==> config.mk <==
export PLATFORM = sky130hd
export DESIGN_NAME = sgm_grad
export DESIGN_NICKNAME = d
export VERILOG_FILES = /design/src/sv/assert_macros.svh /design/src/sv/sgm_pkg.sv /design/src/sv/sgm_grad.sv
export SDC_FILE = /design/constraint.sdc
export NUM_CORES = 1
export LEC_CHECK = 0
export BUFFER_PORTS_ARGS = -buffer_cell sky130_fd_sc_hd__buf_2
export CAP_MARGIN = 20
export CORE_ASPECT_RATIO = 0.75
export CORE_UTILIZATION = 35
export DETAILED_ROUTE_END_ITERATION = 16
export SLEW_MARGIN = 10
export SYNTH_ARGS = -nofsm -noshare
export SYNTH_HDL_FRONTEND = slang
export SYNTH_SLANG_ARGS = --single-unit
==> constraint.sdc <==
create_clock -name clk -period 23.9 [get_ports clk]
set_input_delay 4.78 -clock clk [delete_from_list [all_inputs] [get_ports clk]]
set_output_delay 4.78 -clock clk [all_outputs]
set_load 0.02 [all_outputs]
==> src/sv/assert_macros.svh <==
// Assertion helper macros used by the top level of this block.
// Included by files that carry concurrent assertions; depends on nothing.
`ifndef ASSERT_MACROS_SVH
`define ASSERT_MACROS_SVH

// Same-cycle implication, checked on every rising edge outside reset.
`define AST_SAME(label, clk, rst, ante, cons) \
  label: assert property (@(posedge clk) disable iff (rst) (ante) |-> (cons)) \
    else $error("assertion failed");

// Next-cycle implication, checked on every rising edge outside reset.
`define AST_NEXT(label, clk, rst, ante, cons) \
  label: assert property (@(posedge clk) disable iff (rst) (ante) |=> (cons)) \
    else $error("assertion failed");

`endif

==> src/sv/sgm_pkg.sv <==
// Package for the Sobel gradient magnitude block: register indexes and widths.
// No dependencies; imported by every module of the block except sgm_line_mem.
`timescale 1ns / 1ps

package sgm_pkg;

  localparam int unsigned PIX_W  = 24;
  localparam int unsigned COL_W  = 10;
  localparam int unsigned ROW_W  = 12;
  localparam int unsigned IW_W   = 11;
  localparam int unsigned IH_W   = 13;
  localparam int unsigned SQ_W   = 17;

  // Line store depth; the column counter width above is sized for it.
  localparam int unsigned MAX_WIDTH = 1024;

  // Configuration register indexes.
  typedef enum logic {
    REG_WIDTH  = 1'b0,
    REG_HEIGHT = 1'b1
  } reg_idx_t;

  // Control group between the sequencer and a square-root unit.
  typedef struct packed {
    logic start;
  } sqrt_ctl_t;

endpackage

==> src/sv/sgm_grad.sv <==
// One channel of the 3x3 gradient: registered gx and gy and their square sum.
// Uses sgm_pkg for widths.
`timescale 1ns / 1ps

module sgm_grad (
  input  logic                   clk,
  input  logic                   load,
  input  logic [2:0][7:0]        top,
  input  logic [2:0][7:0]        mid,
  input  logic [2:0][7:0]        bot,
  output logic [7:0]             gx,
  output logic signed [8:0]      gy,
  output logic [sgm_pkg::SQ_W-1:0] sumsq
);
  import sgm_pkg::*;

  logic [9:0]         tsum [3];
  logic [7:0]         tval [3];
  logic signed [10:0] vval [3];
  logic signed [10:0] s;
  logic signed [10:0] s_adj;
  logic signed [10:0] gy_w;
  logic [7:0]         gx_w;
  logic [7:0]         gy_abs;
  logic [15:0]        gx_sq;
  logic [15:0]        gy_sq;

  // Vertical smooth and vertical difference for each window column.
  always_comb begin
    for (int k = 0; k < 3; k++) begin
      tsum[k] = {2'b00, top[k]} + {1'b0, mid[k], 1'b0} + {2'b00, bot[k]};
      tval[k] = tsum[k][9:2];
      vval[k] = $signed({3'b000, top[k]}) - $signed({3'b000, bot[k]});
    end
  end

  // Horizontal difference of the smoothed columns, taken as magnitude.
  assign gx_w = (tval[2] >= tval[0]) ? (tval[2] - tval[0]) : (tval[0] - tval[2]);

  // Horizontal smooth of the differences, divided by four toward zero.
  assign s     = vval[0] + (vval[1] <<< 1) + vval[2];
  assign s_adj = s[10] ? (s + 11'sd3) : s;
  assign gy_w  = s_adj >>> 2;

  always_ff @(posedge clk) begin
    if (load) begin
      gx <= gx_w;
      gy <= gy_w[8:0];
    end
  end

  // Squares of the registered gradients.
  assign gy_abs = gy[8] ? 8'(-gy) : gy[7:0];
  assign gx_sq  = gx * gx;
  assign gy_sq  = gy_abs * gy_abs;
  assign sumsq  = {1'b0, gx_sq} + {1'b0, gy_sq};

endmodule

Yosys cells after proc, flatten, opt, wreduce, memory -nomap -nowiden
Cells that the tools add are included.
{ "classes": {"multipliers": 2, "n_lt_le_gt_ge": 1, "n_addsub": 14, "n_mux": 3} }
{ "op_table": {"columns": ["operator", "n"], "rows": [
  ["$mul 8x8->16", 2],
  ["$sub 8x8->9", 3],
  ["$add 10x8->10", 2],
  ["$add 8x9->10", 2],
  ["$add 16x16->17", 1],
  ["$mux 8", 2],
  ["$sub 8x8->8", 2],
  ["$add 11x3->11 const B", 1],
  ["$add 11x9->11", 1],
  ["$add 9x10->11", 1],
  ["$mux 10", 1],
  ["$ge 8x8->1", 1],
  ["$neg 8->8", 1]
]} }
{ "totals": {"regBits": 17, "word_cells": 23, "inputBits": 74, "out_inout_bits": 34} }

Depth between registers and ports, before layout
{ "logic_depth": {"ltp_word": 5, "depth_mapped": 25} }

Worst setup path after synthesis
OpenSTA, ideal clock, no wires.
{ "synth_path": {"path_type": "reg-to-output", "startpoint": "register gy[0]", "endpoint": "output port sumsq[15] (netlist name)", "arrival_time_ps": 6624, "required_time_ps": 19120, "path_stages_with_launch": 22, "path_buffers": 0, "path_slack_ps": 12496, "cell_sequence": "edfxtp_1 or3_4 o31ai_4 xor2_1 inv_1 nand2_1 fa_1 inv_1 fa_1 fa_1 fa_1 fa_1 inv_1 fa_1 inv_1 ha_1 or2_2 a21o_1 o31a_1 a221o_1 a21oi_2 xnor2_1"} }
{ "synth_between": {"elab_chain_len": 4} }
{ "synth_lines": {"columns": ["item", "line", "rtl"], "rows": [
  ["start: declaration", "sgm_grad.sv:12", "output logic signed [8:0] gy,"],
  ["start signal: assignment", "sgm_grad.sv:48", "gy <= gy_w[8:0];"],
  ["$neg 8->8", "sgm_grad.sv:53", "assign gy_abs = gy[8] ? 8'(-gy) : gy[7:0];"],
  ["$mux 8 (*)", "sgm_grad.sv:53", null],
  ["$mul 8x8->16 (*)", "sgm_grad.sv:55", "assign gy_sq = gy_abs * gy_abs;"],
  ["$add 16x16->17 (*)", "sgm_grad.sv:56", "assign sumsq = {1'b0, gx_sq} + {1'b0, gy_sq};"],
  ["end: declaration", "sgm_grad.sv:13", "output logic [sgm_pkg::SQ_W-1:0] sumsq"]
]} }
Every way passes the cells marked *; elsewhere a longest branch is shown, timed or not.

Worst setup path after layout
Ends and elaborated chain as after synthesis.

==> run metrics <==
status finished clean; die area 21,300 um^2; Post-Syn Area 7230 um^2; pins over their slew limit 0; ANT cells 0; clk buf depth 2; Placement Rows 45; CTS sink cnt 17; vias 5,290; DRT Wirelength 14,700 um; GR Overflow Total 0; largest net degree at the start of global routing 18; Final Hold Vio Count 0; sequential area share after synthesis 7.06%; Buffers on Ports 99; Synth area leader fa_1; Worst-path clk slew 50 ps; H-Tree Depth 1; fraction of the mapped netlist area in compound gates 12.1%; final setup fails 0; routability cong. 0.794; startpoint types flop; fmax 0.0812 GHz; largest family of logic cells by synthesized area adder cells; share of layout cells above drive strength 1 between 10 and 15%; most frequent cells in the layout 178 x inv_1, 122 x ha_1, 107 x fa_1, 99 x buf_2, 45 x xnor2_1; Post-synth EDFFs 17; wire per inst 12.9 um; final period utilization 51.5%; DPL Wire Length ~14,000 um; Initial Util 35.7%; top cells by area, synth fa_1 30%, ha_1 21%, inv_1 9.2%; drt pass-1 iters 4; mean area per synthesized cell about 9 um^2; Gate Count Post-Synth 784; Post-Syn Nets 1,087; most common cell after layout, fill and taps aside inv_1; Worst EP required 19,120 ps; minimum clock period approximately 12,000 ps; Post-synth ARST share 0%; Inserted Clock Buffers 3; Nets 1,186; root buf cell clkbuf_16; first-pass GRT wire length 26,000 um; Crit Path Max Fanout 10; Yosys reg bits 17; Slew @ Worst Pin 988 ps; GRT Total Usage 15.0%; Main synth FF type edfxtp_1; setup_tns 0 ps; Resized cells post-CTS 0; area of the core approximately 20,000 um^2; synth warn 0; Crit. End Element output port; post-CTS setup buffer count 0; io pins 108; number of antenna violations at the first check in global routing 0; initial DRC count around 180; Hold-fix buffers, CTS 0; adder-cell share of the synthesized area 50.7%; Fillers slightly above 2,000; library cells used by synthesis 51; Post-Synth XOR/XNOR Area 9.43%; Area Overhead vs Synth 12.0%; Arrival @ worst endpoint 7540 ps; worst hold-check path type in -> reg; post-synthesis mux area share 1.23%; unrepaired setup endpoints after global routing false; vias in the first global route about 5,400; slew margin rel. approximately 34%; Avg Vias per Cell 4.64; Die X 168 um; drt drc 0; Synth Area in Simple Gates 9.89%; post-route ant nets 0; die extent in y between 100 and 150 um; max cap viols 0; Yosys top cell area share 29.6%; TritonCTS clock tree done; critical setup path kind reg -> out
-- registers in the layout, summed over array words and instances (netlist names) --
signal  flops
gx          8
gy          9
-- routing by layer --
metal  track usage (%)  part of all wire [%]
met1              23.0                    56
met2              22.7                    39
met3              2.53                   4.4
met4             0.971                  0.39
met5                 0                     0
-- final timing paths --
kind              start   endpoint  slack (ps)  depth (start not counted)
setup / recovery  gy[0]  sumsq[15]       11580                         22
hold / removal     load      gx[7]        4980                          1
-- synth_stat cells, types with 2 or more instances --
cell type	count
nor3_1	6
a21oi_1	40
and3_1	7
o21a_1	3
a21o_1	33
mux2i_1	4
nand2b_1	9
a21oi_2	2
or3_1	2
edfxtp_1	17
a31o_2	3
o21bai_1	11
fa_1	107
xor2_1	31
or2_2	3
nand4_1	2
and2_1	20
nand2_1	37
clkbuf_1	3
xnor2_1	45
o21ai_0	17
o31ai_1	2
nor2_1	38
mux2_2	3
ha_1	122
inv_1	178
nor2b_1	9
nand3_1	3
a31oi_1	2
o21ai_1	3
a211oi_2	2
-- cells by family after synthesis --
| family | count (synthesis) |
|---|---|
| mux | 8 |
| buf+inv | 183 |
| flops | 17 |
| simple gates | 143 |
| xor+xnor | 77 |
| compound gates | 127 |
| fa+ha+maj | 229 |
-- worst max-delay path: stages (launching register included) --
cell	delay, ps
edfxtp_1	540
or3_4	470
o31ai_4	180
xor2_1	750
inv_1	210
nand2_1	130
fa_1	410
inv_1	120
fa_1	450
fa_1	530
fa_1	520
fa_1	540
inv_1	50
fa_1	530
inv_1	40
ha_1	320
or2_2	320
a21o_1	180
o31a_1	140
a221o_1	360
a21oi_2	170
xnor2_1	120
buf_2	180
-- metrics by stage --
stage	util [%]	hold WS, ps	cells	area (um^2)	worst slack, ps
finish	40.0	4980	1140	8110	11580
global route	40.0	5010	1140	8110	11130
global placement	39.6	5240	1136	8030	11890
detailed placement	39.6	5250	1136	8030	11850
floorplan	-	4890	784	7230	12500
CTS	40.0	4980	1140	8110	11550
-- area by class of cell --
| cell class | instances | area [um^2] | area share [%] |
|---|---|---|---|
| timing repair buffer | 99 | 495 | 6.11 |
| sequential | 17 | 510 | 6.30 |
| tap | 258 | 323 | 3.98 |
| multi-input combinational | 584 | 6030 | 74.4 |
| clock buffer | 3 | 75.1 | 0.926 |
| inverter | 178 | 668 | 8.24 |
| clock inverter | 1 | 5.00 | 0.0617 |
Power is not shown: default switching activity piles up to over one toggle a cycle in this logic, so the estimate is an artifact.
