<file path="config.mk">
export PLATFORM = sky130hd
export DESIGN_NAME = sgm_isqrt
export DESIGN_NICKNAME = d
export VERILOG_FILES = /design/src/sv/assert_macros.svh /design/src/sv/sgm_pkg.sv /design/src/sv/sgm_isqrt.sv
export SDC_FILE = /design/constraint.sdc
export NUM_CORES = 1
export LEC_CHECK = 0
export CORE_MARGIN = 10
export CORE_UTILIZATION = 51
export DETAILED_ROUTE_END_ITERATION = 7
export DONT_BUFFER_PORTS = 1
export GPL_ROUTABILITY_DRIVEN = 0
export PLACE_DENSITY = 0.66
export REMOVE_ABC_BUFFERS = 1
export SETUP_SLACK_MARGIN = 0.02
export SYNTH_ARGS = -nofsm -noshare
export SYNTH_HDL_FRONTEND = slang
export SYNTH_SLANG_ARGS = --single-unit
</file>
<file path="constraint.sdc">
create_clock -name clk -period 3.5 [get_ports clk]
set_input_delay 0.35 -clock clk [delete_from_list [all_inputs] [get_ports clk]]
set_output_delay 0.35 -clock clk [all_outputs]
set_load 0.05 [all_outputs]
</file>
<file path="src/sv/assert_macros.svh">
// Assertion helper macros used by the top level of this block.
// Included by files that carry concurrent assertions; depends on nothing.
`ifndef ASSERT_MACROS_SVH
`define ASSERT_MACROS_SVH

// Same-cycle implication, checked on every rising edge outside reset.
`define AST_SAME(label, clk, rst, ante, cons) \
  label: assert property (@(posedge clk) disable iff (rst) (ante) |-> (cons)) \
    else $error("assertion failed");

// Next-cycle implication, checked on every rising edge outside reset.
`define AST_NEXT(label, clk, rst, ante, cons) \
  label: assert property (@(posedge clk) disable iff (rst) (ante) |=> (cons)) \
    else $error("assertion failed");

`endif

</file>
<file path="src/sv/sgm_pkg.sv">
// Package for the Sobel gradient magnitude block: register indexes and widths.
// No dependencies; imported by every module of the block except sgm_line_mem.
`timescale 1ns / 1ps

package sgm_pkg;

  localparam int unsigned PIX_W  = 24;
  localparam int unsigned COL_W  = 10;
  localparam int unsigned ROW_W  = 12;
  localparam int unsigned IW_W   = 11;
  localparam int unsigned IH_W   = 13;
  localparam int unsigned SQ_W   = 17;

  // Line store depth; the column counter width above is sized for it.
  localparam int unsigned MAX_WIDTH = 1024;

  // Configuration register indexes.
  typedef enum logic {
    REG_WIDTH  = 1'b0,
    REG_HEIGHT = 1'b1
  } reg_idx_t;

  // Control group between the sequencer and a square-root unit.
  typedef struct packed {
    logic start;
  } sqrt_ctl_t;

endpackage

</file>
<file path="src/sv/sgm_isqrt.sv">
// Iterative integer square root, one result bit per cycle, saturated to 255.
// Uses sgm_pkg for the control struct and the input width.
`timescale 1ns / 1ps

module sgm_isqrt (
  input  logic                     clk,
  input  logic                     rst,
  input  sgm_pkg::sqrt_ctl_t       ctl,
  input  logic [sgm_pkg::SQ_W-1:0] value,
  output logic                     busy,
  output logic [7:0]               root_sat
);
  import sgm_pkg::*;

  logic [17:0] val;
  logic [11:0] rem;
  logic [8:0]  root;
  logic [3:0]  cnt;
  logic [11:0] rem_sh;
  logic [11:0] trial;

  // One restoring step: bring down two bits, try subtracting 4*root+1.
  assign rem_sh = {rem[9:0], val[17:16]};
  assign trial  = {1'b0, root, 2'b01};

  always_ff @(posedge clk) begin
    if (rst) begin
      busy <= 1'b0;
      cnt  <= '0;
    end else if (ctl.start) begin
      busy <= 1'b1;
      cnt  <= 4'd9;
      val  <= {1'b0, value};
      rem  <= '0;
      root <= '0;
    end else if (busy) begin
      val <= {val[15:0], 2'b00};
      if (rem_sh >= trial) begin
        rem  <= rem_sh - trial;
        root <= {root[7:0], 1'b1};
      end else begin
        rem  <= rem_sh;
        root <= {root[7:0], 1'b0};
      end
      cnt <= cnt - 4'd1;
      if (cnt == 4'd1) begin
        busy <= 1'b0;
      end
    end
  end

  assign root_sat = root[8] ? 8'hFF : root[7:0];

endmodule

</file>
* Word level (Yosys, flattened, before mapping)
Index checks and enable logic that the tools add are counted.
Storage, ports and cells: output and inout bits 9, logic and storage cells 27, bits of input ports 20, register bits 42
Cells by class: eq/ne operators 1, reduce and logical (&&, ||, !) cells 3, multiplexer cells 12, add/sub/neg operators 2, order comparisons 1, bitwise gates (word level) 1
Operators with widths (number):
- two-way mux 10 bit | 2
- two-way mux 18 bit | 1
- two-way mux 17 bit | 1
- >= comparator 12 x 11 -> 1 bit | 1
- subtractor 10 bit | 1
- two-way mux 9 bit | 1
- two-way mux 4 bit | 2
- two-way mux 8 bit | 1
- equality test 4 x 1 -> 1 bit (second input constant) | 1
- two-way mux 1 bit | 4
- subtractor 4 x 1 -> 4 bit (second input constant) | 1
- AND reduction 2 bit | 1
- nonzero test 2 bit | 1
- OR reduction 2 bit | 1
- inverter 1 bit | 1

* Longest topological paths before layout
Gate-level depths: netlist of the first run.
depth after elaboration 4, gate-level depth with buffers 9, gate-level depth less buffers 8

* Worst setup path after synthesis of the first run
No wires, ideal clock.
kind input to register, from in ctl, to reg rem[0], enable pin, cell stages on the path 4, arrival time 2514 ps, path slack 555 ps, setup time 431 ps, buffers on the path 2, required time 3069 ps, cells stage by stage clkbuf_1 -> clkbuf_1 -> nor2_1 -> nor2_1
On the way: word-level cells in the longest chain between the ends 2
RTL lines:
- start: declaration | line sgm_isqrt.sv:8 | input sgm_pkg::sqrt_ctl_t ctl,
- nonzero test 2 bit (no source line)
- AND reduction 2 bit (no source line)
- end signal: assignment | line sgm_isqrt.sv:39 | rem <= rem_sh - trial;
- end signal: assignment | line sgm_isqrt.sv:42 | rem <= rem_sh;
- end: declaration | line sgm_isqrt.sv:16 | logic [11:0] rem;
Every way passes these cells. A chain may end at the register's enable or synchronous reset.

* Final worst setup path of the first run
from reg root[5], to reg rem[6] (data pin)
On the way: word-level cells in the longest chain between the ends 3
RTL lines:
- start: declaration | line sgm_isqrt.sv:17 | logic [8:0] root;
- start signal: assignment | line sgm_isqrt.sv:40 | root <= {root[7:0], 1'b1};
- start signal: assignment | line sgm_isqrt.sv:43 | root <= {root[7:0], 1'b0};
- >= comparator 12 x 11 -> 1 bit | line sgm_isqrt.sv:38 | if (rem_sh >= trial) begin
- two-way mux 10 bit | line sgm_isqrt.sv:38
- two-way mux 10 bit | line sgm_isqrt.sv:36 | end else if (busy) begin
Every way passes these cells. The select of a mux whose other input is x is not followed.

==> summary.md, run 1 <==
| Metric | Value |
|---|---|
| Via count | 1432 |
| Final Max Slew Viols | 0 |
| GRT Util Overall | 11.57% |
| Yosys reg bits | 42 |
| Clock latency on the worst-skew pair | 0.29 ns |
| PD cells | 488.6 nW/um^2 |
| RSZ-0062 raised after global routing | no |
| Max-Cap Viols | 0 |
| Synth Instances | 199 |
| Final Instance Count excl. Fillers | approximately 250 |
| PortBufs | 0 |
| ANT nets after route | 0 |
| Gate family responsible for the most delay along the worst path | compound AO/OA/AOI/OAI gates |
| Ys async rst share | 0% |
| Post-DP HPWL | 3037 microns |
| Synth cell count leaders | edfxtp_1, nor2_1, mux2_2 |
| Htree depth | 2 |
| Clock Skew | 0.005997 ns |
| Hold_buf cts | 0 |
| Placed Area | 2330 sq um |
| Die ar. | between 7000 and 8000 sq um |
| Outcome | complete, no violations |
| CP Max Fanout | 14 |
| Dpl ws | 1.340 ns |
| Final hold violations | 0 |
| Syn avg cell area | 11.50 sq um |
| CTS resizes | 0 |
| Synth top area share | around half |
| Root Driver | clkbuf_8 |
| Complex-gate fraction of the synthesized area | 9.076% |
| Residual DRC count | 0 |
| Mux contribution to synthesized area | 9.568% |
| Reg clk slew, reported paths | around 0.08 ns |
| Ranking of synthesized cells by area | edfxtp_1, mux2_2, ha_1 |
| Cts bufs inserted | 5 |
| CP Data Arrival Time | 2.22 ns |
| Dominant synthesized flop cell | edfxtp_1 |
| Final period util | just over 60% |
| Critical path class | register to register |
| Pre-antenna DRT Iters | 4 |
| Most frequent cell after synthesis | edfxtp_1 |
| Die Y | 86.99 microns |
| Final wirelength | 4234 microns |
| Worst slew margin relative to its limit | 31.94% |
| Wire per inst | approximately 17 microns |
| Seq/Total Area, Yosys | a little over half |
| Cell area after layout | 2415 sq um |
| Share of cells above drive strength 1 | 14.93% |
| Setup Buffers After CTS | 0 |
| Core area | 4354 sq um |
| Placed Cells | 245 |
| Clk buf depth | 2 |
| Initial cell density of the core | between 50% and 60% |
| Main combinational cell family by area after synthesis | simple AND/OR/NAND/NOR gates |
| Chip Width | slightly below 90 microns |
| Static leakage | 0.9161 nW |
| Netlist Area Pre-Place | approximately 2300 sq um |
| Vias in the first global route | 1475 |
| Antenna diodes | 0 |
| Critical-path cell list | inv_1 > ha_1 > a21oi_2 > o21ai_1 > nand2b_1 > and3_4 > nor2_1 > a22o_1 |
| Initial antenna violation count | 0 |
| IO Count | 29 |
| CP Launch Type | register |
| Peak VDD IR | roughly 300 uV |
| Slew @ Worst Pin | 1.019 ns |
| Worst path buffer plus inverter count | 1 |
| Layout fillers | 382 |
| First-pass GRT wire length | 7017 microns |
| Clock period minus worst slack | 2.166 ns |
| Area leader, netlist | edfxtp_1 |
| Worst Hold Slack | 0.1124 ns |
| FP Rows | 24 |
| Total gr overflow | 0 |
| Crit end category | register |
| Setup violators final | 0 |
| Clock Sinks | 42 |
| Post-synth EDFFs | 37 |
| DR vias/cell | 5.660 |
| XOR/XNOR Fraction of Synth Area | 3.062% |
| Worst min-delay path class | input pin to register |
| Adder-cell share of the synthesized area | under 10% |
| Yosys warning count | 0 |
| Setup slack after layout | 1.334 ns |
| CTS tree | done |
| FMAX | 461.6 MHz |
| Slowest CP cell | edfxtp_1 |
| Pin count of the biggest net entering global routing | 44 |
| Post-Synth Simple-Gate Area | 14.43% |
| Final #Nets | 233 |
| Synth-to-Final Area Change | 5.522% |
| Critical Path RT | 3.56 ns |
| Worst path max stage delay | 0.37 ns |
| 1st-iter DRT viols | 83 |
| Post-synth cell types | 41 |
| Setup TNS | 0 ns |
-- registers in the layout (all words and copies together) (netlist names) --
name and count:
busy 1, rem 10, val 18, cnt 4, root 9
-- worst reg2reg max path, stage by stage (launching register included) --
cell and delay (ns):
edfxtp_1 0.37, inv_1 0.13, ha_1 0.34, a21oi_2 0.23, o21ai_1 0.12, nand2b_1 0.12, and3_4 0.32, nor2_1 0.09
a22o_1 0.21
-- metrics by stage --
stage | utilization [%] | power [W]
finish | 55.46 | 0.001180
global route | 55.46 | 0.001239
CTS | 55.46 | 0.001186
detailed placement | 53.51 | 0.0008869
global placement | 53.51 | 0.0008782
floorplan | - | 0.0008385
-- area by class of cell --
class	count	area, sq um	area share, %
clock buffers	5	68.82	2.850
clock inverters	3	16.27	0.6736
inverters	15	56.30	2.332
multi-input cells	136	997.2	41.30
flip-flops and latches	42	1211	50.16
well taps	52	65.06	2.694
-- path summary, 6_finish.rpt --
check | from | end | slack [ns] | depth (start not counted)
hold / removal | rst | cnt[0] | 0.11 | 1
setup reg to reg | root[5] | rem[6] | 1.33 | 8
setup / recovery | root[5] | rem[6] | 1.33 | 8
hold reg to reg | cnt[1] | cnt[1] | 0.53 | 2
-- cell usage in the layout (no fill, tap or decap), types with 2 or more instances in the layout --
master     n
a211oi_1   3
a21oi_1    2
a21oi_2    3
and2_1     3
clkbuf_8   5
clkinv_1   2
dfxtp_1    5
edfxtp_1  37
ha_1      13
inv_1     14
mux2_2    15
mux2i_1    5
nand2_1   14
nand2b_1   3
nand3_1    3
nor2_1    29
nor2b_1    4
nor3_1     5
nor4b_1    2
o21a_1     4
o21ai_1    4
xnor2_1    3
xor2_1     5
-- cells by family after synthesis --
| family | after synthesis |
|---|---|
| mux | 20 |
| flops | 42 |
| xor+xnor | 8 |
| compound gates | 26 |
| buf+inv | 21 |
| fa+ha+maj | 13 |
| simple gates | 69 |
-- metal layers --
layer	wire length, microns	GRT usage [%]	share of wire [%]
met2	2136	19.19	50
met1	1812	13.36	43
met5	0	0	0
met3	246	3.839	5.8
met4	39	4.713	0.92
-- power breakdown --
| part | internal (W) | switching [W] | total, W | leakage, nW |
|---|---|---|---|---|
| Combinational | 0.000106 | 0.000155 | 0.000261 | 0.475 |
| Clock | 0.000137 | 0.000167 | 0.000304 | 0.0416 |
| Sequential | 0.000594 | 0.0000205 | 0.000615 | 0.399 |
No activity file was read; power rests on OpenSTA's default activity.
==> run 2: changes to the inputs <==
--- a/config.mk
+++ b/config.mk
@@ -5,6 +5,7 @@
 export SDC_FILE = /design/constraint.sdc
 export NUM_CORES = 1
 export LEC_CHECK = 0
+export ABC_AREA = 1
 export CORE_MARGIN = 10
 export CORE_UTILIZATION = 51
 export DETAILED_ROUTE_END_ITERATION = 7
==> constraint.sdc (replaced) <==
create_clock -name clk -period 2 [get_ports clk]
set_input_delay 0.2 -clock clk [delete_from_list [all_inputs] [get_ports clk]]
set_output_delay 0.2 -clock clk [all_outputs]
set_load 0.05 [all_outputs]
==> run 2 against run 1 <==
Clock skew up 0.0034 ns. Maximum frequency increased by 17%. Clock power rose by 69%. Critical path depth up 1. Setup slack lost 1.2 ns. Core utilization increased by 3.5 points. Synthesized cell count up 55%. Area after synthesis rose by 8.4%. First-iteration DRC count up 8.4%. Combinational power rose by 120%. Non-clock buffer count increased by 15. Flip-flop and latch count unchanged. Largest cell class unchanged. Highest routed layer unchanged.
==> summary.md, run 2 <==
| Metric | Value |
|---|---|
| Ranking of synthesized cells by area | edfxtp_1, nand2_1, ha_1 |
| Final hold violations | 0 |
| ANT nets after route | 0 |
| Share of cells above drive strength 1 | 12.69% |
| Placed Area | 2626 sq um |
| Dominant synthesized flop cell | edfxtp_1 |
| Htree depth | 2 |
| Post-synth cell types | 30 |
| Max FFs per register | 18 |
| Clock period minus worst slack | approximately 1.8 ns |
| Total gr overflow | 0 |
| Most frequent cell after synthesis | nand2_1 |
| First-pass GRT wire length | 8535 microns |
| Post-DP HPWL | 3788 microns |
| Slew @ Worst Pin | ~0.49 ns |
| Layout fillers | 433 |
| Clock latency on the worst-skew pair | 0.29 ns |
| Die ar. | 8055 sq um |
| Vias in the first global route | between 1500 and 2000 |
| Yosys warning count | 0 |
| GRT Util Overall | 12.63% |
| Final Instance Count excl. Fillers | just under 400 |
| Cts bufs inserted | 5 |
| Seq/Total Area, Yosys | about half |
| Synth top area share | 44.78% |
| Yosys reg bits | 42 |
| PortBufs | 0 |
| Clock Skew | just over 0.009 ns |
| IO Count | 29 |
| Clk buf depth | 2 |
| Residual DRC count | 0 |
| Setup TNS | 0 ns |
| Placed Cells | 379 |
| Post-synth EDFFs | 37 |
| R2R Path End | rem[6] |
| Core area | 4723 sq um |
| Critical path class | register to register |
| DR vias/cell | between 4 and 5 |
| RSZ-0062 raised after global routing | yes |
| Chip Width | 89.75 microns |
| Reg clk slew, reported paths | about 0.070 ns |
| Worst slew margin relative to its limit | between 60% and 70% |
| Reg-to-reg startpoint | rem[7] |
| Biggest register | val |
| Crit path to | rem[6] |
| Via count | between 1500 and 2000 |
| Initial antenna violation count | 0 |
| CP Data Arrival Time | 1.90 ns |
| Synth cell count leaders | nand2_1, inv_1, edfxtp_1 |
| CP Launch Type | register |
| Wire per inst | approximately 13 microns |
| Antenna diodes | 0 |
| PD cells | 779.2 nW/um^2 |
| Most frequent cells in the layout | nand2_1, inv_1, edfxtp_1 |
| Netlist Area Pre-Place | ~2500 sq um |
| Critical Path RT | 2.05 ns |
| Max-Cap Viols | 0 |
| FP Rows | 25 |
| Critical Path Start | rem[7] |
| Area leader, netlist | edfxtp_1 |
| CTS tree | done |
| Crit end category | register |
| Pin count of the biggest net entering global routing | 38 |
| Cell area after layout | 2783 sq um |
| FMAX | 540.7 MHz |
| Final wirelength | 5108 microns |
| Die Y | 89.75 microns |
| Final #Nets | 355 |
| Outcome | complete, no violations |
| Synth-to-Final Area Change | 12.15% |
| Reg2reg setup slack | about 0.15 ns |
| Worst Hold Slack | 0.08647 ns |
| Clock Sinks | 42 |
| Initial cell density of the core | 52.53% |
| Largest regs | val (18), rem (10), root (9) |
| Pre-antenna DRT Iters | 4 |
| 1st-iter DRT viols | 90 |
| R2r worst-path depth | 9 |
| Most common cell after layout, fill and taps aside | nand2_1 |
| Root Driver | clkbuf_8 |
| Final period util | 92.48% |
| Synth Instances | 308 |
| Worst min-delay path class | input pin to register |
| Final Max Slew Viols | 0 |
| Static leakage | 1.334 nW |
| Syn avg cell area | 8.056 sq um |
| Setup violators final | 0 |
| CP Max Fanout | 8 |
| Ys async rst share | 0% |
| Peak VDD IR | 611.6 uV |
run 2: cell types whose count changed after synthesis, moves of 6 or more:
cell / delta
inv_1: +29
mux2_2: -15
nand2_1: +103
nand4_1: +7
nor2_1: +6
run 2: area by class of cell:
cell class / count / area, sq um / share of cell area, %
sequential: 42 / 1211 / 43.53
multi-input combinational: 212 / 1107 / 39.79
inverter: 46 / 172.7 / 6.205
timing repair buffer: 15 / 127.6 / 4.586
tap: 67 / 83.83 / 3.013
clock buffer: 8 / 80.08 / 2.878
run 2: repair_timing:
item	in CTS	in global routing
setup endpoints to repair	0	11
resized for setup	0	9
hold buffers	1	0
hold endpoints to repair	2	0
buffers inserted	0	2
run 2: metrics by stage:
step,util [%],total power [W],setup slack [ns]
6_report,58.91,0.002168,0.1504
5_1_grt,58.91,0.002299,0.003102
4_1_cts,57.51,0.002151,0.08407
3_5_place_dp,55.60,0.001633,0.09315
3_3_place_gp,55.60,0.001627,0.09666
2_1_floorplan,-,0.001489,-0.8737
run 2: how the worst min path moves through the flow:
stage          from       to  slack, ns  cells past startpoint
6_report        rst   cnt[0]       0.09                      3
4_1_cts         rst   cnt[0]       0.08                      3
3_5_place_dp    rst   cnt[3]       0.28                      1
5_1_grt         ctl  root[7]       0.08                      1
3_3_place_gp    rst   cnt[3]       0.27                      1
2_1_floorplan   rst   cnt[3]       0.27                      1
run 2: kinds of logic (layout without fill, tap and decap cells):
family,after synthesis,count (layout),share of synthesized area (%)
compound gates,14,14,3.278
buf+inv,54,69,8.925
simple gates,181,181,31.01
xor+xnor,4,4,1.412
flops,42,42,48.82
fa+ha+maj,13,13,6.556
run 2: per-layer routing:
layer	wire (microns)	up-vias	global-route usage, %
met4	75	0	3.774
met3	276	7	4.073
met1	2423	879	15.78
li1	-	997	-
met2	2333	36	20.22
met5	0	-	0
run 2: critical path: stages (launching register included):
cell      delay (ns)
edfxtp_1        0.39
ha_1            0.38
nand2_1         0.09
nor2_2          0.19
nand3_2         0.13
nand4_4         0.15
buf_12          0.13
nand2_1         0.05
nand2_1         0.05
nor2_1          0.05
run 2: power breakdown:
part / internal, W / switching [W]
sequential: 0.00104 / 0.0000303
clock: 0.000248 / 0.000267
combinational: 0.000215 / 0.000368
